**src/sv/irn_pkg.sv**
```systemverilog
`default_nettype none
package irn_pkg;

	// Source image geometry.
	localparam int SRC_W = 256;
	localparam int SRC_H = 256;
	localparam int AW    = $clog2(SRC_W * SRC_H);

	// Data path widths.
	localparam int RGBA_W    = 32;
	localparam int COORD_W   = 8;
	localparam int FRAC_BITS = 14;
	localparam int PROD_W    = 25;
	localparam int SUM_W     = 28;
	localparam int RND_W     = SUM_W - FRAC_BITS + 1;

	// Queue between the front and back parts.
	localparam int CMD_DEPTH = 8;
	localparam int CMD_PW    = $clog2(CMD_DEPTH);
	localparam int CMD_CW    = $clog2(CMD_DEPTH + 1);

	// Result queue in the back part.
	localparam int OQ_DEPTH = 4;
	localparam int OQ_PW    = $clog2(OQ_DEPTH);
	localparam int OQ_CW    = $clog2(OQ_DEPTH + 1);

	// Configuration port.
	localparam int CFG_IDX_W  = 3;
	localparam int CFG_DATA_W = 16;

	typedef enum logic [CFG_IDX_W-1:0] {
		CFG_COS      = 3'd0,
		CFG_SIN      = 3'd1,
		CFG_DST_CX   = 3'd2,
		CFG_DST_CY   = 3'd3,
		CFG_SRC_OFFX = 3'd4,
		CFG_SRC_OFFY = 3'd5
	} cfg_idx_t;

	// Item function codes.
	localparam logic FUNC_WRITE = 1'b0;
	localparam logic FUNC_MAP   = 1'b1;

	// One command handed from the front part to the back part.
	typedef struct packed {
		logic              wr;
		logic              hit;
		logic [AW-1:0]     addr;
		logic [RGBA_W-1:0] data;
	} cmd_t;

endpackage
`default_nettype wire

```
**src/sv/irn_cmd_queue.sv**
```systemverilog
`default_nettype none
module irn_cmd_queue import irn_pkg::*; (
	input  wire logic              clk,
	input  wire logic              arst_n,
	input  wire logic              push,
	input  wire cmd_t              din,
	input  wire logic              pop,
	output cmd_t                   dout,
	output logic [CMD_CW-1:0]      count
);

	cmd_t mem_q [CMD_DEPTH];
	logic [CMD_PW-1:0] wr_ptr_q, rd_ptr_q;
	logic [CMD_CW-1:0] count_q;

	assign dout  = mem_q[rd_ptr_q];
	assign count = count_q;

	// Pointers and fill count.
	always_ff @(posedge clk or negedge arst_n) begin
		if (!arst_n) begin
			wr_ptr_q <= '0;
			rd_ptr_q <= '0;
			count_q  <= '0;
		end else begin
			if (push) begin
				wr_ptr_q <= wr_ptr_q + 1'b1;
			end
			if (pop) begin
				rd_ptr_q <= rd_ptr_q + 1'b1;
			end
			if (push && !pop) begin
				count_q <= count_q + 1'b1;
			end else if (pop && !push) begin
				count_q <= count_q - 1'b1;
			end
		end
	end

	// Entry storage.
	always_ff @(posedge clk) begin
		if (push) begin
			mem_q[wr_ptr_q] <= din;
		end
	end

endmodule
`default_nettype wire

```
**config.mk**
```make
export PLATFORM = sky130hd
export DESIGN_NAME = irn_cmd_queue
export DESIGN_NICKNAME = d
export VERILOG_FILES = /design/src/sv/irn_pkg.sv /design/src/sv/irn_cmd_queue.sv
export SDC_FILE = /design/constraint.sdc
export NUM_CORES = 1
export LEC_CHECK = 0
export BUFFER_PORTS_ARGS = -buffer_cell sky130_fd_sc_hd__buf_2
export CAP_MARGIN = 0
export CORE_ASPECT_RATIO = 1.2
export CORE_MARGIN = 2
export CORE_UTILIZATION = 60
export CTS_BUF_LIST = sky130_fd_sc_hd__clkbuf_4 sky130_fd_sc_hd__clkbuf_8
export DETAILED_ROUTE_END_ITERATION = 8
export PLACE_DENSITY_LB_ADDON = 0.05
export REMOVE_ABC_BUFFERS = 1
export SLEW_MARGIN = 5
export SYNTH_ARGS = -nofsm -noshare
export SYNTH_HDL_FRONTEND = slang
export SYNTH_SLANG_ARGS = --single-unit
```
**constraint.sdc**
```tcl
create_clock -name clk -period 5.2 [get_ports clk]
set_clock_uncertainty 0.15 [all_clocks]
set_input_delay 1.04 -clock clk [delete_from_list [all_inputs] [get_ports clk]]
set_output_delay 1.04 -clock clk [all_outputs]
set_load 0.01 [all_outputs]
```
==> reports/results.tsv <==
stage	metric	value	unit
setup_path	crit_path_max_incr_delay	890	ps
cells_and_area	layout-area-overhead-vs-synth	13.6	%
cells_and_area	layout-drive-gt1-share	0.368	
placement	pre_cts_slack	1610	ps
setup_path	crit_type	flop to output pin	
power	power.static_leakage	0.00614	uW
global_routing	grt_usage	0.209	
die	chip_width	153	um
routing	detail_route.drc_violations	0	
synthesis	muxShareOfSynthArea	0.196	
cells_and_area	num-nets-final	851	
timing	grt_setup_unrepaired	false	
timing	fin_ws	1040	ps
synthesis	synth_enable_flop_cells	400	
power	power.switching	2750	uW
clock_tree	clk_tree_root_cell	clkbuf_8	
timing	timing.fmax	241	MHz
setup_path	worst_setup_path_end_kind	output pin	
synthesis	synth_area_per_cell	25.0	um^2
routing	route.final.wire_length	28500	um
run	max_cap_violations	0	
cells_and_area	stdcell_count	1172	
power	p_per_cell_area	539	mW/mm^2
cells_and_area	area_taken_by_multi_input_logic_gates	0.00346	mm^2
cells_and_area	final_common_cell	edfxtp_1	
timing	final_period_utilization	0.800	
setup_path	reg2reg_depth	3	
power	internal_cell_power	6980	uW
timing	worstMarginPinSlew	1000	ps
routing	avgViaCountPerCell	5.94	
die	core_area	0.0262	mm^2
synthesis	number_of_distinct_library_cells_after_synthesis	28	
power	seq_power_share	0.461	
die	effective_utilization_at_floorplan	0.607	
clock_tree	cts_hold_buf	0	
timing	timing_max_transition_violations_final	0	
clock_tree	worst_skew_pair_latency	570	ps
synthesis	postSynth.topFlopCell	edfxtp_1	
synthesis	synth-warning-count	0	
clock_tree	cts_htree_levels	2	
worst_hold_path	hold_path.class	primary input to asynchronous set/reset pin	
synthesis	synth_simple_gate_area_share	0.00693	
die	die_height	182	um
power	power.share.switching	0.283	
synthesis	synth_adder_area_share	0.00520	
die	fp-row-count	65	
power	clock_power_share	0.259	
power	pwr-share-comb	0.280	
synthesis	synthesis.instances	636	
clock_tree	clock_tree.buffer_depth	3	
setup_path	path_delay_family	flip-flops	
cells_and_area	nFillCells	1639	
setup_path	worst-path-stages	4	
placement	routabilityCongestion	0.697	
die	num_io_pins	108	
setup_path	cp_data_required_time	4010	ps
setup_path	worstPathBufferInverterCount	2	
setup_path	rr_endpoint	mem_q[1][46]$_DFFE_PP_	
routing	antenna_violating_nets_left	0	
setup_path	crit_chain	buf_4, mux4_1, mux2_2, buf_2	
synthesis	synth-async-reset-ratio	0.0244	
placement	dp_hpwl	15300	um
timing	slew_headroom	0.330	
synthesis	synth.cell_area	0.0159	mm^2
global_routing	initial_antenna_violation_count	0	
routing	route.detailed.wl_per_inst	24.3	um
clock_tree	total_clock_sinks	410	
die	full_die_area	0.0278	mm^2
setup_path	crit_fanout	40	
synthesis	synth_top_family_by_area	multiplexers	
cells_and_area	register_area	0.0123	mm^2
setup_path	worstPathArrival	2970	ps
timing	timing.final.setup_violations	0	
routing	dr_total_vias	6957	
synthesis	synth_area_in_compound_gates	0.00260	
global_routing	grt_pass1_vias	7464	
status	run_status	finished, final reports clean	
clock_tree	cts_made_buffers	59	
power	worst_vdd_drop	0.518	mV
global_routing	wire_length_of_the_first_global_routing_pass	43500	um
routing	number_of_drc_markers_after_the_initial_detailed_route_iteration	497	
placement	post-place-cells	1065	
setup_path	cp-start-kind	flop	
synthesis	flops_latches_synth	410	
clock_tree	postCtsSetupBuffers	0	
cells_and_area	layout_common_cells	edfxtp_1 (400), buf_2 (107), mux4_1 (68), clkbuf_8 (61), mux2_2 (53)	
routing	detailedRoute.firstPassIterationCount	5	
setup_path	regToRegSetupSlack	2790	ps
global_routing	gr-total-overflow	0	
setup_path	worstReg2RegStart	wr_ptr_q[1]$_DFFE_PN0P_	
synthesis	synth_seq_area_share	0.772	
placement	port_buffers	107	
synthesis	synth_xor_area_frac	0.00331	
clock_tree	cts.reportedPaths.clkPinSlew	60	ps
clock_tree	post_cts.resized_instances	0	
timing	finalWorstPathRequiredPeriod	4160	ps
clock_tree	cts_tree	yes	
setup_path	cp_slowest_cell	dfrtp_4	
timing	finalHoldViolations	0	
cells_and_area	n_antenna_cell	0	
global_routing	grt_start_max_net_pins	63	
[power groups by stage]
stage / Sequential (uW) / Clock, uW / Combinational, uW
6_report: 4490 / 2520 / 2730
3_3_place_gp: 4530 / 0 / 2730
4_1_cts: 4500 / 2580 / 2790
5_1_grt: 4540 / 2740 / 2930
3_5_place_dp: 4570 / 0 / 2790
2_1_floorplan: 4620 / 0 / 1760
[final cells by class]
cell class / instances / share of cell area
Inverter: 2 / 0.000416
Sequential cell: 410 / 0.680
Timing Repair Buffer: 123 / 0.0391
Tap cell: 335 / 0.0232
Clock buffer: 79 / 0.0540
Clock inverter: 28 / 0.0122
Multi-Input combinational cell: 195 / 0.191
[per-stage QoR]
step	hold slack (ps)	area, um^2	setup TNS [ps]	util	total power [uW]
after global routing	145	18100	0	0.689	10200
after global placement	346	16900	0	0.644	7260
after floorplan	367	15700	-9770	-	6390
after detailed placement	352	16900	0	0.644	7350
final	167	18100	0	0.689	9730
after CTS	145	18100	0	0.689	9880
[worst max path at each step]
stage          slack, ps                     from       end
6_report            1040  rd_ptr_q[0]$_DFFE_PN0P_  dout[36]
5_1_grt              880  rd_ptr_q[0]$_DFFE_PN0P_  dout[17]
4_1_cts              980  rd_ptr_q[0]$_DFFE_PN0P_  dout[36]
3_5_place_dp        1610  rd_ptr_q[0]$_DFFE_PN0P_  dout[36]
3_3_place_gp        1650  rd_ptr_q[0]$_DFFE_PN0P_  dout[36]
2_1_floorplan       -180  rd_ptr_q[0]$_DFFE_PN0P_   dout[0]
[registers in the layout, indices dropped and copies added (netlist names)]
register	count
count	4
wr_ptr_q	3
mem_q	400
rd_ptr_q	3
[cell usage after synthesis, types with 3 or more instances]
master,n,area [um^2]
edfxtp_1,400,12000
nand2_1,6,22.5
xnor2_1,4,35.0
mux2_2,53,597
nand2b_1,3,18.8
dfrtp_1,10,250
buf_1,8,30.0
ha_1,5,62.6
mux4_2,32,721
nor2_1,6,22.5
clkbuf_1,9,33.8
buf_8,8,120
nor3_1,3,15.0
mux4_1,68,1790
[layer usage]
metal | part of all wire | vias up | wire, um | track usage
li1 | - | 3101 | - | -
met1 | 0.40 | 3624 | 11400 | 0.269
met2 | 0.53 | 202 | 15100 | 0.369
met3 | 0.055 | 30 | 1570 | 0.0442
met4 | 0.013 | 0 | 367 | 0.0574
met5 | 0 | - | 0 | 0
[worst register-to-register path, delay by kind of cell (launching register included)]
kind | cells | cell delay (ps)
DFF | 1 | 400
buffers and inverters | 1 | 680
and+or+nand+nor | 2 | 780
[logic make-up after synthesis]
family / Yosys count
buffers and inverters: 31
DFF: 410
xor gates and xnor gates: 6
and+or+nand+nor: 23
adders and majority gates: 6
AOI/OAI and AO/OA: 6
muxes: 154
No activity file was read; power rests on OpenSTA's default activity.
