**config.mk**
```make
export PLATFORM = sky130hd
export DESIGN_NAME = irn_front
export DESIGN_NICKNAME = d
export VERILOG_FILES = /design/src/sv/irn_pkg.sv /design/src/sv/irn_front.sv
export SDC_FILE = /design/constraint.sdc
export NUM_CORES = 2
export LEC_CHECK = 0
export BUFFER_PORTS_ARGS = -buffer_cell sky130_fd_sc_hd__buf_4
export CAP_MARGIN = 10
export CORE_MARGIN = 2
export CORE_UTILIZATION = 40
export CTS_CLUSTER_SIZE = 25
export DETAILED_ROUTE_END_ITERATION = 7
export HOLD_SLACK_MARGIN = 0.05
export PLACE_DENSITY = 0.52
export SKIP_LAST_GASP = 1
export SYNTH_ARGS = -nofsm -noshare
export SYNTH_HDL_FRONTEND = slang
export SYNTH_SLANG_ARGS = --single-unit
export TNS_END_PERCENT = 10
```
**constraint.sdc**
```tcl
create_clock -name clk -period 13.35 [get_ports clk]
set_clock_uncertainty 0.2 [all_clocks]
set_input_delay 2.67 -clock clk [delete_from_list [all_inputs] [get_ports clk]]
set_output_delay 2.67 -clock clk [all_outputs]
set_load 0.02 [all_outputs]
```
**src/sv/irn_pkg.sv**
```systemverilog
`default_nettype none
package irn_pkg;

	// Source image geometry.
	localparam int SRC_W = 256;
	localparam int SRC_H = 256;
	localparam int AW    = $clog2(SRC_W * SRC_H);

	// Data path widths.
	localparam int RGBA_W    = 32;
	localparam int COORD_W   = 8;
	localparam int FRAC_BITS = 14;
	localparam int PROD_W    = 25;
	localparam int SUM_W     = 28;
	localparam int RND_W     = SUM_W - FRAC_BITS + 1;

	// Queue between the front and back parts.
	localparam int CMD_DEPTH = 8;
	localparam int CMD_PW    = $clog2(CMD_DEPTH);
	localparam int CMD_CW    = $clog2(CMD_DEPTH + 1);

	// Result queue in the back part.
	localparam int OQ_DEPTH = 4;
	localparam int OQ_PW    = $clog2(OQ_DEPTH);
	localparam int OQ_CW    = $clog2(OQ_DEPTH + 1);

	// Configuration port.
	localparam int CFG_IDX_W  = 3;
	localparam int CFG_DATA_W = 16;

	typedef enum logic [CFG_IDX_W-1:0] {
		CFG_COS      = 3'd0,
		CFG_SIN      = 3'd1,
		CFG_DST_CX   = 3'd2,
		CFG_DST_CY   = 3'd3,
		CFG_SRC_OFFX = 3'd4,
		CFG_SRC_OFFY = 3'd5
	} cfg_idx_t;

	// Item function codes.
	localparam logic FUNC_WRITE = 1'b0;
	localparam logic FUNC_MAP   = 1'b1;

	// One command handed from the front part to the back part.
	typedef struct packed {
		logic              wr;
		logic              hit;
		logic [AW-1:0]     addr;
		logic [RGBA_W-1:0] data;
	} cmd_t;

endpackage
`default_nettype wire

```
**src/sv/irn_front.sv**
```systemverilog
`default_nettype none
module irn_front import irn_pkg::*; (
	input  wire logic                  clk,
	input  wire logic                  arst_n,
	input  wire logic                  push,
	output logic                       full,
	input  wire logic                  func,
	input  wire logic [COORD_W-1:0]    coord_x,
	input  wire logic [COORD_W-1:0]    coord_y,
	input  wire logic [RGBA_W-1:0]     rgba_in,
	input  wire logic                  cfg_valid,
	output logic                       cfg_ready,
	input  wire logic [CFG_IDX_W-1:0]  cfg_index,
	input  wire logic [CFG_DATA_W-1:0] cfg_data,
	input  wire logic [CMD_CW-1:0]     q_count,
	output logic                       cmd_push,
	output cmd_t                       cmd_out
);

	localparam logic signed [RND_W-1:0] SRC_W_S = RND_W'(SRC_W);
	localparam logic signed [RND_W-1:0] SRC_H_S = RND_W'(SRC_H);
	localparam logic [SUM_W-1:0] HALF = SUM_W'(1) << (FRAC_BITS - 1);

	logic signed [15:0] cos_q, sin_q;
	logic [7:0] dcx_q, dcy_q;
	logic signed [10:0] offx_q, offy_q;

	logic accept;
	logic [CMD_CW:0] occ;
	logic signed [8:0] tx, ty;

	logic v_s1, v_s2, v_s3;
	logic func_s1, func_s2, func_s3;
	logic [COORD_W-1:0] cx_s1, cx_s2, cx_s3, cy_s1, cy_s2, cy_s3;
	logic [RGBA_W-1:0] rgba_s1, rgba_s2, rgba_s3;
	logic signed [PROD_W-1:0] pxc_s1, pys_s1, pyc_s1, pxs_s1;
	logic signed [SUM_W-1:0] vx_s2, vy_s2;
	logic signed [RND_W-1:0] sx_s3, sy_s3;

	logic signed [SUM_W-1:0] ox, oy;
	logic [SUM_W-1:0] magx, magy;
	logic [SUM_W-1:0] rx_full, ry_full;
	logic [RND_W-1:0] rx, ry;
	logic sx_in, sy_in, wr_in;

	// Configuration registers; the port never stalls.
	assign cfg_ready = 1'b1;

	always_ff @(posedge clk or negedge arst_n) begin
		if (!arst_n) begin
			cos_q  <= 16'sd16384;
			sin_q  <= 16'sd0;
			dcx_q  <= 8'd64;
			dcy_q  <= 8'd64;
			offx_q <= 11'sd64;
			offy_q <= 11'sd64;
		end else if (cfg_valid && cfg_ready) begin
			case (cfg_idx_t'(cfg_index))
				CFG_COS:      cos_q  <= cfg_data;
				CFG_SIN:      sin_q  <= cfg_data;
				CFG_DST_CX:   dcx_q  <= cfg_data[7:0];
				CFG_DST_CY:   dcy_q  <= cfg_data[7:0];
				CFG_SRC_OFFX: offx_q <= cfg_data[10:0];
				CFG_SRC_OFFY: offy_q <= cfg_data[10:0];
				default: ;
			endcase
		end
	end

	// Admission: items in flight plus queued commands never exceed the queue depth.
	assign occ = (CMD_CW+1)'(q_count) + (CMD_CW+1)'(v_s1) + (CMD_CW+1)'(v_s2)
		+ (CMD_CW+1)'(v_s3);
	assign full = occ >= (CMD_CW+1)'(CMD_DEPTH);
	assign accept = push && !full;

	// Translate by the destination center.
	assign tx = $signed({1'b0, coord_x}) - $signed({1'b0, dcx_q});
	assign ty = $signed({1'b0, coord_y}) - $signed({1'b0, dcy_q});

	// Valid bits of the three stages.
	always_ff @(posedge clk or negedge arst_n) begin
		if (!arst_n) begin
			v_s1 <= 1'b0;
			v_s2 <= 1'b0;
			v_s3 <= 1'b0;
		end else begin
			v_s1 <= accept;
			v_s2 <= v_s1;
			v_s3 <= v_s2;
		end
	end

	// Stage 1: the four rotation products.
	always_ff @(posedge clk) begin
		func_s1 <= func;
		cx_s1   <= coord_x;
		cy_s1   <= coord_y;
		rgba_s1 <= rgba_in;
		pxc_s1  <= tx * cos_q;
		pys_s1  <= ty * sin_q;
		pyc_s1  <= ty * cos_q;
		pxs_s1  <= tx * sin_q;
	end

	// Stage 2: sums with the source offsets in Q14.
	assign ox = SUM_W'(offx_q) <<< FRAC_BITS;
	assign oy = SUM_W'(offy_q) <<< FRAC_BITS;

	always_ff @(posedge clk) begin
		func_s2 <= func_s1;
		cx_s2   <= cx_s1;
		cy_s2   <= cy_s1;
		rgba_s2 <= rgba_s1;
		vx_s2   <= SUM_W'(pxc_s1) + SUM_W'(pys_s1) + ox;
		vy_s2   <= SUM_W'(pyc_s1) - SUM_W'(pxs_s1) + oy;
	end

	// Stage 3: round half away from zero on the magnitude.
	always_comb begin
		magx    = vx_s2[SUM_W-1] ? SUM_W'(-vx_s2) : SUM_W'(vx_s2);
		magy    = vy_s2[SUM_W-1] ? SUM_W'(-vy_s2) : SUM_W'(vy_s2);
		rx_full = (magx + HALF) >> FRAC_BITS;
		ry_full = (magy + HALF) >> FRAC_BITS;
		rx      = rx_full[RND_W-1:0];
		ry      = ry_full[RND_W-1:0];
	end

	always_ff @(posedge clk) begin
		func_s3 <= func_s2;
		cx_s3   <= cx_s2;
		cy_s3   <= cy_s2;
		rgba_s3 <= rgba_s2;
		sx_s3   <= vx_s2[SUM_W-1] ? $signed(-rx) : $signed(rx);
		sy_s3   <= vy_s2[SUM_W-1] ? $signed(-ry) : $signed(ry);
	end

	// Classify into a memory write or a memory read and form the address.
	always_comb begin
		sx_in = !sx_s3[RND_W-1] && (sx_s3 < SRC_W_S);
		sy_in = !sy_s3[RND_W-1] && (sy_s3 < SRC_H_S);
		wr_in = (int'(cx_s3) < SRC_W) && (int'(cy_s3) < SRC_H);
		cmd_push     = v_s3;
		cmd_out.wr   = (func_s3 == FUNC_WRITE);
		cmd_out.data = rgba_s3;
		if (func_s3 == FUNC_WRITE) begin
			cmd_out.hit  = wr_in;
			cmd_out.addr = AW'(AW'(cy_s3) * AW'(SRC_W) + AW'(cx_s3));
		end else begin
			cmd_out.hit  = sx_in && sy_in;
			cmd_out.addr = AW'(AW'(sy_s3) * AW'(SRC_W) + AW'(sx_s3));
		end
	end

endmodule
`default_nettype wire

```
==> run summary <==
Clock-pin slew on the worst setup and hold paths - 0.06 ns
Synth async-reset ratio - 0.181
Post-Syn Area per Cell - 10.0 sq um
Initial antenna violation count - 3
Clock Latency Late Sink - 0.60 ns
Setup TNS - 0 ns
Max clock buf depth - 3
Routed WL - 82800 um
Number of vias per cell - 4.93
Worst path arrival time - 10.32 ns
Antenna viol nets, final - 0
Total number of vias - 23900
Ys flop type - dfxtp_1
Total nets after synthesis - 4462
Multi-input logic area - 24900 sq um
CTS tree - yes
Final HPWL DP - 63800 um
Crit share post-route - 0.749
Setup bufs post-CTS - 0
Dominant cells by area after synthesis - fa_1, dfxtp_1, ha_1, inv_1, and2_1
Residual DRC count - 0
Clock buffer count from CTS - 49
Starting density of the core - 0.404
DR WL/cell - 17.1 um
Vias in the first global route - 24400
Setup violators final - 0
Slowest stage cell, crit path - xnor2_2
Worst slew margin - 0.287
Die height - 303 um
Cell variety after synth - 75
Worst Setup Start Kind - input pin
Min-delay worst type - reg2reg
Post-synth EDFFs - 0
Cell Area, Synth - 35700 sq um
R2R Setup Slk - 5.16 ns
Iter 0 DRT Violations - 1315
Area leader, netlist - fa_1
# rows - 109
GRT Util Overall - 0.189
Drt pass-1 iters - 7
Post-CTS sizing - 0
GPL Wtd Cong - 0.806
Register area - 8460 sq um
Area growth syn-to-layout - 11.2%
First-pass GRT wire length - 136000 um
Largest net degree at the start of global routing - 50
Share of the synthesized area in the top cell type - 0.283
CP max stage delay - 0.68 ns
Final Net Count - 4543
Die area - 91600 sq um
CTS HTree Levels - 2
Layout cells sized above 1 - 0.103
CP Class - in2reg
Hold Buf Count CTS - 0
Slew @ Worst Pin - 1.06 ns
Final core utilization - 0.449
Core outline area - 88400 sq um
I/O pins - 129
Most used cell, CP - fa_1
Die X-Extent - 303 um
Synth warnings - 0
Fill count - 8519
CTS Root Cell - clkbuf_16
Maximum capacitance violations - 0
Slew Limit Fails - 0
Grt ovf - 0
Outcome - finished, final reports clean
Synth Instances - 3564
Peak Freq - 0.100 GHz
Hold Violations, Final - 0
Synthesis-stage register bit count - 404
Crit. End Element - flop
CP Data Required Time - 13.68 ns
Clock sink count - 404
Port Buffers - 127
Tmin final - 10.0 ns
Sequential area share after synthesis - 0.237
RSZ-0062 raised after global routing - false
Worst-path maximum fanout - 17
-- state kept, by name (all words and copies together), names as in the netlist, 15 cells and up --
signal   count
sy_s3       15
sin_q       16
vx_s2       27
vy_s2       27
pxs_s1      25
pxc_s1      25
rgba_s1     32
pyc_s1      25
pys_s1      25
cos_q       16
sx_s3       15
rgba_s3     32
rgba_s2     32
-- stage by stage --
| stage | hold slack (ns) | cell area, sq um | setup slack, ns | instances |
|---|---|---|---|---|
| after global routing | 0.127 | 39700 | 2.77 | 4850 |
| after global placement | 0.110 | 38000 | 2.96 | 4759 |
| final | 0.121 | 39700 | 3.35 | 4851 |
| after detailed placement | 0.112 | 38000 | 2.82 | 4759 |
| after floorplan | 0.110 | 35700 | 4.11 | 3564 |
| after CTS | 0.126 | 39700 | 3.42 | 4850 |
-- placed cells by master, fill, tap and decap left out, types with 11 or more instances in the layout --
cell / synthesis / routed
a211oi_1: 11 / 11
a21o_1: 48 / 48
a21oi_1: 110 / 110
a31oi_1: 15 / 15
and2_1: 299 / 299
and3_1: 17 / 17
buf_4: 1 / 163
clkbuf_16: 0 / 50
dfrtp_1: 68 / 68
dfxtp_1: 331 / 331
fa_1: 505 / 505
ha_1: 317 / 317
inv_1: 525 / 525
mux2_2: 79 / 79
nand2_1: 191 / 191
nand2b_1: 132 / 132
nand3_1: 31 / 31
nor2_1: 150 / 148
nor2b_1: 47 / 47
nor3_1: 40 / 39
nor4_1: 12 / 12
o21a_1: 15 / 15
o21ai_0: 78 / 78
o21bai_1: 16 / 16
or2_2: 22 / 22
or3_1: 19 / 19
xnor2_1: 159 / 154
xor2_1: 50 / 45
-- synthesized netlist by cell type, drive strengths merged (7+ instances only) --
| master | number |
|---|---|
| or3 | 19 |
| o31ai | 10 |
| o21ai | 79 |
| xor2 | 50 |
| o41ai | 10 |
| o211ai | 9 |
| a211oi | 11 |
| nor4 | 12 |
| nor2 | 150 |
| dfxtp | 331 |
| inv | 525 |
| a31oi | 15 |
| a41oi | 8 |
| nand2 | 191 |
| a21o | 48 |
| nand2b | 132 |
| a21boi | 7 |
| o21bai | 16 |
| xnor2 | 159 |
| ha | 317 |
| nand4 | 10 |
| clkbuf | 118 |
| a21oi | 110 |
| nor3 | 40 |
| o21a | 15 |
| fa | 505 |
| dfrtp | 68 |
| and2 | 299 |
| buf | 15 |
| nand3 | 31 |
| mux2 | 80 |
| or2 | 23 |
| and3 | 17 |
| nor2b | 47 |
-- critical path, delay by kind of cell --
family                     cells  cell delay (ns)
and+or+nand+nor                5             0.60
AOI/OAI and AO/OA             10             2.00
adders and majority gates      8             3.55
buffers and inverters          6             0.63
xor gates and xnor gates       2             0.84
-- cell type report --
cell class / instances / area share
multi-input cells: 2502 / 0.626
diodes: 1 / 0.0000630
inverters: 525 / 0.0496
repair buffers: 163 / 0.0308
well taps: 1165 / 0.0367
flip-flops and latches: 404 / 0.213
clock inverters: 24 / 0.00763
clock buffers: 67 / 0.0357
-- cells by family (layout without fill, tap and decap cells) --
| family | Yosys count | count (layout) | share of synthesized area |
|---|---|---|---|
| AO/OA/AOI/OAI | 380 | 380 | 0.0688 |
| buffers and inverters | 658 | 779 | 0.0696 |
| other | 1 | 2 | 0.000105 |
| flip-flops | 404 | 404 | 0.237 |
| XOR/XNOR | 209 | 209 | 0.0513 |
| AND/OR/NAND/NOR | 1006 | 1006 | 0.152 |
| adder cells (fa/ha/maj) | 822 | 822 | 0.394 |
| multiplexers | 84 | 84 | 0.0265 |
-- path summary, 6_finish.rpt --
check | to | depth (start not counted) | startpoint
max | pyc_s1[23]$_DFF_P_ | 31 | coord_y[0]
min | cy_s3[1]$_DFF_P_ | 0 | cy_s2[1]$_DFF_P_
max reg2reg | pyc_s1[23]$_DFF_P_ | 29 | dcy_q[0]$_DFFE_PN0P_
min reg2reg | cy_s3[1]$_DFF_P_ | 0 | cy_s2[1]$_DFF_P_
max in group asynchronous | sin_q[4]$_DFFE_PN0P_ | 2 | arst_n
min in group asynchronous | offy_q[7]$_DFFE_PN0P_ | 1 | arst_n
-- metal layers --
layer | wire, um | track usage | share of wire | vias up
met4 | 2170 | 0.0489 | 0.026 | 0
met5 | 0 | 0 | 0 | -
li1 | - | - | - | 11500
met2 | 38100 | 0.310 | 0.46 | 487
met3 | 3580 | 0.0218 | 0.043 | 91
met1 | 39000 | 0.266 | 0.47 | 11900
Power is left out: the tool's default activity adds up to more than one toggle a clock period on the data nets, which glitch-free logic cannot reach.
